===== config.mk =====
export PLATFORM = sky130hd
export DESIGN_NAME = bitmap_slot_allocator_flat
export DESIGN_NICKNAME = d
export VERILOG_FILES = /design/src/sv/bsa_pkg.sv /design/src/sv/bsa_if.sv /design/src/sv/bsa_lowest_free.sv /design/src/sv/bsa_rsp_reg.sv /design/src/sv/bitmap_slot_allocator.sv /design/src/flat_wrapper.sv
export SDC_FILE = /design/constraint.sdc
export NUM_CORES = 1
export LEC_CHECK = 0
export BUFFER_PORTS_ARGS = -buffer_cell sky130_fd_sc_hd__buf_2
export CORE_MARGIN = 3
export CORE_UTILIZATION = 60
export CTS_CLUSTER_DIAMETER = 150
export DETAILED_ROUTE_END_ITERATION = 10
export PLACE_DENSITY = 0.78
export SLEW_MARGIN = 20
export SYNTH_ARGS = -nofsm -noshare
export SYNTH_HDL_FRONTEND = slang
export SYNTH_HIERARCHICAL = 1
export SYNTH_SLANG_ARGS = --single-unit

===== constraint.sdc =====
create_clock -name clk -period 8.75 [get_ports clk]
set_input_delay 0.875 -clock clk [delete_from_list [all_inputs] [get_ports clk]]
set_output_delay 0.875 -clock clk [all_outputs]
set_load 0.05 [all_outputs]

===== src/sv/bsa_pkg.sv =====
`timescale 1ns / 1ps
// Shared types and constants for the bitmap slot allocator.
package bsa_pkg;

  localparam int SLOT_W   = 7;
  localparam int STATUS_W = 2;
  localparam int LIVE_W   = 8;

  localparam logic KIND_ACQUIRE = 1'b0;
  localparam logic KIND_RELEASE = 1'b1;

  localparam logic [STATUS_W-1:0] STATUS_OK       = 2'd0;
  localparam logic [STATUS_W-1:0] STATUS_FULL     = 2'd1;
  localparam logic [STATUS_W-1:0] STATUS_NOT_LIVE = 2'd2;

  typedef struct packed {
    logic [SLOT_W-1:0]   granted_slot;
    logic [STATUS_W-1:0] status;
    logic                became_empty;
    logic [LIVE_W-1:0]   live_now;
    logic                overflow_first;
  } bsa_result_t;

endpackage


===== src/sv/bsa_if.sv =====
`timescale 1ns / 1ps
// Request and response channel interfaces of the slot allocator.
interface bsa_req_if;
  import bsa_pkg::*;

  logic              valid;
  logic              ready;
  logic              kind;
  logic [SLOT_W-1:0] slot;

  modport source (output valid, kind, slot, input ready);
  modport sink   (input valid, kind, slot, output ready);
endinterface

interface bsa_rsp_if;
  import bsa_pkg::*;

  logic                valid;
  logic                ready;
  logic [SLOT_W-1:0]   granted_slot;
  logic [STATUS_W-1:0] status;
  logic                became_empty;
  logic [LIVE_W-1:0]   live_now;
  logic                overflow_first;

  modport source (output valid, granted_slot, status, became_empty, live_now,
                  overflow_first, input ready);
  modport sink   (input valid, granted_slot, status, became_empty, live_now,
                  overflow_first, output ready);
endinterface


===== src/sv/bsa_lowest_free.sv =====
`timescale 1ns / 1ps
// Lowest-set-bit finder: one-hot of the lowest free slot and its index.
module bsa_lowest_free #(
  parameter int N     = 64,
  parameter int IDX_W = 6
) (
  input  logic [N-1:0]     free,
  output logic             found,
  output logic [N-1:0]     onehot,
  output logic [IDX_W-1:0] idx
);

  // x & -x isolates the lowest set bit
  assign onehot = free & (~free + N'(1));
  assign found  = |free;

  always_comb begin
    idx = '0;
    for (int i = 0; i < N; i++) begin
      if (onehot[i]) begin
        idx = idx | IDX_W'(i);
      end
    end
  end

endmodule


===== src/sv/bsa_rsp_reg.sv =====
`timescale 1ns / 1ps
// Response output register; frees up when the beat is taken downstream.
module bsa_rsp_reg (
  input  logic                 clk,
  input  logic                 rst,
  input  logic                 load,
  input  bsa_pkg::bsa_result_t data,
  output logic                 can_load,
  bsa_rsp_if.source            rsp
);
  import bsa_pkg::*;

  logic        valid;
  bsa_result_t held;

  assign can_load = !valid || rsp.ready;

  always_ff @(posedge clk) begin
    if (rst) begin
      valid <= 1'b0;
    end else if (load) begin
      valid <= 1'b1;
    end else if (rsp.ready) begin
      valid <= 1'b0;
    end
  end

  always_ff @(posedge clk) begin
    if (load) begin
      held <= data;
    end
  end

  assign rsp.valid          = valid;
  assign rsp.granted_slot   = held.granted_slot;
  assign rsp.status         = held.status;
  assign rsp.became_empty   = held.became_empty;
  assign rsp.live_now       = held.live_now;
  assign rsp.overflow_first = held.overflow_first;

endmodule


===== src/sv/bitmap_slot_allocator.sv =====
`timescale 1ns / 1ps
// Bitmap slot allocator: grants the lowest free slot, takes slots back.
//
// req carries kind (acquire or release) and slot (release only). rsp carries
// one beat per request: granted slot, status, empty flag, live count and the
// one-time overflow warning.
// An accepted request is resolved in the cycle it is taken: occupancy maps,
// live count and warning flag update at that edge and the response sits in
// the output register from the next cycle. One request is taken every cycle
// while req.ready is high; the cycle is set by the lowest-free-slot search
// across the base and overflow bitmaps.
// req.ready is high while the output register is empty or being drained, so
// a stalled receiver holds at most one response and then backpressures req.
// Reset clears both bitmaps, the live count, the warning flag and the
// output valid; the block takes requests in the first cycle after reset.
// Overflow slots numbered 128 and up can be granted (the number wraps to 7
// bits) but can never be released.
module bitmap_slot_allocator #(
  parameter int BASE_SLOTS     = 64,
  parameter int OVERFLOW_SLOTS = 64
) (
  input  logic    clk,
  input  logic    rst,
  bsa_req_if.sink req,
  bsa_rsp_if.source rsp
);
  import bsa_pkg::*;

  localparam int OVF_N      = (OVERFLOW_SLOTS > 0) ? OVERFLOW_SLOTS : 1;
  localparam int BASE_IDX_W = (BASE_SLOTS > 1) ? $clog2(BASE_SLOTS) : 1;
  localparam int OVF_IDX_W  = (OVF_N > 1) ? $clog2(OVF_N) : 1;
  localparam int CNT_W      = $clog2(BASE_SLOTS + OVERFLOW_SLOTS + 1);
  localparam logic [OVF_N-1:0] OVF_MASK = {OVF_N{OVERFLOW_SLOTS > 0}};

  logic [BASE_SLOTS-1:0] base_map, base_map_next;
  logic [OVF_N-1:0]      ovf_map, ovf_map_next;
  logic [CNT_W-1:0]      live_total, live_total_next;
  logic                  warned, warned_next;

  logic                  base_found, ovf_found;
  logic [BASE_SLOTS-1:0] base_onehot;
  logic [OVF_N-1:0]      ovf_onehot;
  logic [BASE_IDX_W-1:0] base_idx;
  logic [OVF_IDX_W-1:0]  ovf_idx;

  logic                  rel_in_base, rel_in_ovf, rel_ok;
  logic [SLOT_W-1:0]     rel_j;
  logic [BASE_IDX_W-1:0] rel_base_idx;
  logic [OVF_IDX_W-1:0]  rel_ovf_idx;

  logic                  accept, can_load;
  bsa_result_t           res;

  bsa_lowest_free #(.N(BASE_SLOTS), .IDX_W(BASE_IDX_W)) u_base_find (
    .free   (~base_map),
    .found  (base_found),
    .onehot (base_onehot),
    .idx    (base_idx)
  );

  bsa_lowest_free #(.N(OVF_N), .IDX_W(OVF_IDX_W)) u_ovf_find (
    .free   (~ovf_map & OVF_MASK),
    .found  (ovf_found),
    .onehot (ovf_onehot),
    .idx    (ovf_idx)
  );

  assign req.ready = can_load;
  assign accept    = req.valid && can_load;

  // release decode; out-of-range bits are masked by the range checks
  assign rel_in_base  = 32'(req.slot) < BASE_SLOTS;
  assign rel_j        = req.slot - SLOT_W'(BASE_SLOTS);
  assign rel_in_ovf   = !rel_in_base && (32'(rel_j) < OVERFLOW_SLOTS);
  assign rel_base_idx = BASE_IDX_W'(req.slot);
  assign rel_ovf_idx  = OVF_IDX_W'(rel_j);
  assign rel_ok = (live_total != '0) &&
                  ((rel_in_base && base_map[rel_base_idx]) ||
                   (rel_in_ovf && ovf_map[rel_ovf_idx]));

  always_comb begin
    base_map_next   = base_map;
    ovf_map_next    = ovf_map;
    live_total_next = live_total;
    warned_next     = warned;
    res.granted_slot   = '0;
    res.status         = STATUS_OK;
    res.became_empty   = 1'b0;
    res.overflow_first = 1'b0;
    if (req.kind == KIND_ACQUIRE) begin
      if (base_found) begin
        base_map_next    = base_map | base_onehot;
        live_total_next  = live_total + CNT_W'(1);
        res.granted_slot = SLOT_W'(base_idx);
      end else if (ovf_found) begin
        ovf_map_next       = ovf_map | ovf_onehot;
        live_total_next    = live_total + CNT_W'(1);
        res.granted_slot   = SLOT_W'(BASE_SLOTS) + SLOT_W'(ovf_idx);
        warned_next        = 1'b1;
        res.overflow_first = !warned;
      end else begin
        res.status = STATUS_FULL;
      end
    end else begin
      if (rel_ok) begin
        if (rel_in_base) begin
          base_map_next = base_map & ~(BASE_SLOTS'(1) << rel_base_idx);
        end else begin
          ovf_map_next = ovf_map & ~(OVF_N'(1) << rel_ovf_idx);
        end
        live_total_next  = live_total - CNT_W'(1);
        res.became_empty = (live_total == CNT_W'(1));
      end else begin
        res.status = STATUS_NOT_LIVE;
      end
    end
    res.live_now = LIVE_W'(live_total_next);
  end

  always_ff @(posedge clk) begin
    if (rst) begin
      base_map   <= '0;
      ovf_map    <= '0;
      live_total <= '0;
      warned     <= 1'b0;
    end else if (accept) begin
      base_map   <= base_map_next;
      ovf_map    <= ovf_map_next;
      live_total <= live_total_next;
      warned     <= warned_next;
    end
  end

  bsa_rsp_reg u_rsp_reg (
    .clk      (clk),
    .rst      (rst),
    .load     (accept),
    .data     (res),
    .can_load (can_load),
    .rsp      (rsp)
  );

endmodule


===== src/flat_wrapper.sv =====
// flat-port wrapper written by rule: the top's interface ports become plain ports
module bitmap_slot_allocator_flat import bsa_pkg::*;
#(
  parameter int BASE_SLOTS     = 64,
  parameter int OVERFLOW_SLOTS = 64
)
  (clk, rst, req_valid, req_kind, req_slot, req_ready, rsp_valid, rsp_granted_slot, rsp_status, rsp_became_empty, rsp_live_now, rsp_overflow_first, rsp_ready);
  bsa_req_if req_i ();
  bsa_rsp_if rsp_i ();
  input  logic clk;
  input  logic rst;
  input wire logic [$bits(req_i.valid)-1:0] req_valid;
  input wire logic [$bits(req_i.kind)-1:0] req_kind;
  input wire logic [$bits(req_i.slot)-1:0] req_slot;
  output wire logic [$bits(req_i.ready)-1:0] req_ready;
  output wire logic [$bits(rsp_i.valid)-1:0] rsp_valid;
  output wire logic [$bits(rsp_i.granted_slot)-1:0] rsp_granted_slot;
  output wire logic [$bits(rsp_i.status)-1:0] rsp_status;
  output wire logic [$bits(rsp_i.became_empty)-1:0] rsp_became_empty;
  output wire logic [$bits(rsp_i.live_now)-1:0] rsp_live_now;
  output wire logic [$bits(rsp_i.overflow_first)-1:0] rsp_overflow_first;
  input wire logic [$bits(rsp_i.ready)-1:0] rsp_ready;
  assign req_i.valid = req_valid;
  assign req_i.kind = req_kind;
  assign req_i.slot = req_slot;
  assign req_ready = req_i.ready;
  assign rsp_valid = rsp_i.valid;
  assign rsp_granted_slot = rsp_i.granted_slot;
  assign rsp_status = rsp_i.status;
  assign rsp_became_empty = rsp_i.became_empty;
  assign rsp_live_now = rsp_i.live_now;
  assign rsp_overflow_first = rsp_i.overflow_first;
  assign rsp_i.ready = rsp_ready;
  bitmap_slot_allocator #(.BASE_SLOTS(BASE_SLOTS), .OVERFLOW_SLOTS(OVERFLOW_SLOTS)) u_core (.clk(clk), .rst(rst), .req(req_i), .rsp(rsp_i));
endmodule

Yosys cells after proc, flatten, opt, wreduce, memory -nomap -nowiden
Index checks and enable logic that the tools add are counted.
Widths: inputs -> output; s select.
Storage, ports and cells
  output and inout bits: 21
  word-level logic and storage cells: 258
  flip-flop bits (word level): 157
Operators by class
  reduce and logical (&&, ||, !) cells: 21
  $add $sub $neg: 6
  muxes and demuxes: 196
  order comparisons: 4
  equal/unequal tests: 7
  shifts and indexed selects: 2
  bitwise gates (word level): 12
Operators with widths (count)
  $mux 64: 23
  $mux 6: 64
  $not 64->64: 6
  $and 64x64->64: 4
  $mux 5: 32
  $add 64x1->64 const B: 2
  $or 64x64->64: 2
  $reduce_or 64->1: 2
  $shl 1x6->64 const A: 2
  $mux 8: 10
  $mux 4: 16
  $mux 7: 5
  $mux 1: 25
  $mux 3: 8
  $mux 2: 11
  $lt 6x7->1 const B: 2
  $lt 7x7->1 const B: 2
  $bmux 1 s6: 2
  $reduce_bool 3->1: 3
  $add 8x1->8 const B: 1
  $eq 8x1->1 const B: 1
  $reduce_and 4->1: 2
  $reduce_bool 8->1: 1
  $sub 8x1->8 const B: 1
  other kinds (10): 21

Logic depth before layout (Yosys ltp)
  word-level depth: 73
  mapped depth: 16

Cells and area by module
The synthesis kept the hierarchy.
Modules (own cells, without submodules)
  bitmap_slot_allocator: cells an instance 1067, instances 1, seq. area each 2742.6 um^2, area each 8100.3 um^2
  bsa_lowest_free: cells an instance 289, instances 2, seq. area each 0.0 um^2, area each 1726.7 um^2
  bsa_rsp_reg: cells an instance 23, instances 1, seq. area each 590.6 um^2, area each 616.8 um^2

Least setup slack after synthesis
OpenSTA, ideal clock, no wires.
  path kind: register to register
  start: register u_core.base_map[1]
  end: register u_core.base_map[28]
  arrival: 3.411 ns
  setup slack: 5.214 ns
  cell stages (with the launch flop): 16
  period minus slack after synthesis: 3.536 ns
  path through: dfxtp_1 inv_1 or4_4 buf_6 nor4_4 and3_1 buf_4 nand4_2 or3b_1 clkbuf_1 nor3b_1 clkbuf_1 clkbuf_1 a21oi_1 nor2_1 o41a_1
Between the ends
  elaborated cells between the ends (all ways): 19
  classes of those cells: add/sub: 1; eq/ne: 1; mux: 7; bitwise: 4; reduce/logical: 6
RTL lines
  start, declared: RTL line bitmap_slot_allocator.sv:35  | logic [BASE_SLOTS-1:0] base_map, base_map_next;
  start signal, assigned: RTL line bitmap_slot_allocator.sv:127  | base_map <= base_map_next;
  $not 64->64: RTL line bitmap_slot_allocator.sv:55  | .free (~base_map),
  $reduce_or 64->1: RTL line bsa_lowest_free.sv:15  | assign found = |free;
  via u_core.base_found: RTL line bitmap_slot_allocator.sv:40  | logic base_found, ovf_found;
  $reduce_bool 3->1 (no line)
  $reduce_and 4->1 (no line)
The timed path passes the listed nets, and every way through them passes these cells. The select of a mux whose other input is x is not followed.
A chain may end at the register's enable or synchronous reset.

Final worst setup path
  start: register u_core.base_map[3]
  end: register u_core.ovf_map[23]
Between the ends
  elaborated cells between the ends (all ways): 10
  classes of those cells: eq/ne: 2; mux: 2; bitwise: 1; reduce/logical: 5
RTL lines
  $not 64->64: RTL line bitmap_slot_allocator.sv:55
  $reduce_or 64->1: RTL line bsa_lowest_free.sv:15
  via u_core.base_found: RTL line bitmap_slot_allocator.sv:40
  $ne 3x3->1 (no line)
  $reduce_and 5->1 (no line)
  end signal, assigned: RTL line bitmap_slot_allocator.sv:128  | ovf_map <= ovf_map_next;
  end, declared: RTL line bitmap_slot_allocator.sv:36  | logic [OVF_N-1:0] ovf_map, ovf_map_next;
The timed path passes the listed nets, and every way through them passes these cells. The select of a mux whose other input is x is not followed.

==> flow_summary.yaml <==
floorplan:
  die_area_sq_mm: 0.0220
  start_util_pct: 61.7
  coreArea_sq_mm: 0.0197
  die-width_microns: 148
  io-pin-count: 33
  row_count: 51
  die_h_microns: 148
flow_run:
  max_cap_viol_count: 0
sta:
  tns_ns: 0
  final_max_slew_viol_count: 0
  hold_violations: 0
  worst_pin_slew_ns: 1.18
  setup_viol: 0
  max_freq_mhz: 221
  fin_crit_ns: 4.52
  finClkSkew_ns: 0.0119
  final.period_utilization_pct: 51.6
  rsz0062_at_grt: "no"
  maxSlewHeadroom_pct: 21.1
clock_tree:
  cts_resized: 0
  htreeDepth: 4
  numCtsBuffers: 17
  path_clk_slew_ns: 0.07
  insertion_delay_ns: 0.44
  cts_sinks: 157
  cts_max_path_buffers: 2
  cts_tree: "built"
  clock-root-buffer: "clkbuf_16"
  cts_hold_buf: 0
  postCtsSetupBuffers: 0
setup_path:
  cp_max_fo: 16
  critPathArrivalTime_ns: 4.88
  startpoint_type: "register"
  criticalPathCategory: "reg2reg"
  crit_required_ns: 9.11
  max_stage_delay_ns: 0.63
  worstPathCellList: "inv_1 -> or4_4 -> nor4_4 -> and3_1 -> nand4_2 -> or3b_1 -> nor2_1 -> nand2_1 -> inv_1 -> and3_1 -> o21ai_0 -> a31oi_1"
  crit_path_end_kind: "register"
  slowest_stage: "or3b_1"
synthesis:
  synthTopCellsByArea: "dfxtp_1, nand2_1, inv_1, nor2_1, edfxtp_1"
  synth_ff_type: "dfxtp_1"
  ys_async_sr_fraction_pct: 0
  yosysMostFrequentCell: "nand2_1"
  synth.top_cell.area_share_pct: 22.7
  syn-num-nets: 1684
  avgSynthCellArea_sq_um: 7.30
  synth_seq_cells: 157
  synth_cell_types: 78
  synthCells: 1668
  synth_seq_area_share_pct: 27.4
  synth_warnings: 6
  synth_edf_count: 19
  syn_area_sq_mm: 0.0122
  yosysTopAreaCell: "dfxtp_1"
  synth_common_cells: "nand2_1, inv_1, nor2_1"
routing:
  postRouteAntennaNets: 0
  wl_per_cell_microns: 23.5
  via_per_inst: 6.95
  first_pass_iters: 7
  vias: 13300
  wl_microns: 45200
  drt-initial-drc-count: 1770
  drcViolationCount: 0
global_routing:
  grt_max_degree: 88
  grt_pass1_wl_microns: 69300
  grt.total_usage_pct: 40.3
  grt.overflow.total: 0
  grt_pass1_vias: 12200
  antenna_found_initial: 1
outcome:
  status: "finished clean"
finish:
  nNetsFinal: 1654
  multi_input_area_sq_mm: 0.00772
  drive_gt1_share_pct: 8.78
  regArea_sq_mm: 0.00333
  area_growth_pct: 5.92
  fin_util_pct: 65.4
  final_cells: 1918
  nFillCells: 1770
place:
  gp_congestion: 1.07
  post-dp-hpwl_microns: 32500
  dp.cells: 1884
  port_buffers: 32
pwr:
  powerDensity_mw_per_mm2: 140
  switchingPower_w: 0.000582
  ir_drop_v: 0.000120
  p_comb_share_pct: 16.8
  intPower_w: 0.00122
  switching_share_pct: 32.3
  p_leak_nw: 4.79
  sequentialPowerShare_pct: 42.3
  clock_power_share_pct: 40.9
hold_path:
  hp-class: "reg2reg"
[cells by family (layout without fill, tap and decap cells)]
kind of cell             count (synthesis)  after routing  share of synthesized area [%]
AND/OR/NAND/NOR                        825            825                           36.9
XOR/XNOR                                 6              6                          0.432
multiplexers                            55             55                           5.79
adder cells (fa/ha/maj)                  4              4                          0.411
other                                    0              2                              0
flip-flops                             157            157                           27.4
buffers and inverters                  272            255                           9.32
AO/OA/AOI/OAI                          349            349                           19.7
[layout by cell type, fill, tap and decap left out, types with 7 or more instances in the layout]
master	count
nand2_1	187
nand4_1	37
nor3_1	85
nand3_2	8
or3_1	19
and2_1	20
nand3_1	63
a22oi_1	23
a21oi_1	92
a311oi_1	7
nor4_4	7
nand2b_1	9
nor4b_1	12
a31oi_1	53
edfxtp_1	19
mux2i_1	40
inv_1	177
nor4_1	41
o31a_1	34
and3_1	61
clkbuf_16	17
nor3_2	7
mux4_2	12
dfxtp_1	138
nor2_1	163
a211oi_1	39
o21ai_0	29
buf_4	11
nor3b_1	20
nor2b_1	26
nand4b_1	10
buf_2	32
[state kept, by name (all words and copies together) (netlist names)]
signal	count
u_core/u_rsp_reg/rsp.became_empty	1
u_core/u_rsp_reg/rsp.live_now	8
u_core/live_total	8
u_core/u_rsp_reg/rsp.overflow_first	1
u_core/base_map	64
u_core/warned	1
u_core/u_rsp_reg/rsp.granted_slot	7
u_core/u_rsp_reg/rsp.status	2
u_core/ovf_map	64
u_core/u_rsp_reg/rsp.valid	1
[per-stage QoR]
step	worst slack [ns]	area [sq um]	hold slack (ns)	power, W
finish	4.23	12900	0.481	0.00181
global route	3.96	12900	0.495	0.00187
CTS	4.37	12900	0.479	0.00180
detailed placement	4.37	12300	0.462	0.00107
global placement	4.23	12300	0.450	0.00107
floorplan	5.21	12200	0.441	0.00100
[power by group through the flow]
| stage | Sequential, W | Clock [W] | Combinational, W |
|---|---|---|---|
| 6_report | 0.000764 | 0.000737 | 0.000304 |
| 5_1_grt | 0.000766 | 0.000781 | 0.000320 |
| 4_1_cts | 0.000763 | 0.000742 | 0.000295 |
| 3_5_place_dp | 0.000780 | 0 | 0.000292 |
| 3_3_place_gp | 0.000779 | 0 | 0.000288 |
| 2_1_floorplan | 0.000810 | 0 | 0.000195 |
[worst max-delay path: cells and delay by family, from the launching register on]
kind | cells | cell delay, ns
AO/OA/AOI/OAI | 2 | 0.30
buffers and inverters | 2 | 0.65
flip-flops | 1 | 0.36
AND/OR/NAND/NOR | 8 | 3.13
[routing by layer]
layer / wire, microns / global-route usage (%)
met1: 17600 / 54.4
met3: 6090 / 11.0
met5: 0 / 0
met2: 19000 / 59.6
met4: 2430 / 19.8
[worst paths after layout]
| check | start | depth (start not counted) | slack [ns] | end |
|---|---|---|---|---|
| setup / recovery | u_core/base_map[3] | 12 | 4.23 | u_core/ovf_map[23] |
| hold / removal | u_core/warned | 2 | 0.48 | u_core/warned |
| setup reg to reg | u_core/base_map[3] | 12 | 4.23 | u_core/ovf_map[23] |
| hold reg to reg | u_core/warned | 2 | 0.48 | u_core/warned |
[cell type report]
cell class                 count  share of cell area, %
antenna                        2                 0.0388
clock buffer                  18                   3.33
clock inverter                14                   1.03
inverter                     179                   5.21
multi-input combinational   1239                   59.9
sequential                   157                   25.9
tap                          265                   2.57
timing repair buffer          44                   2.04
Note: power is estimated with default switching activity, not from simulation.
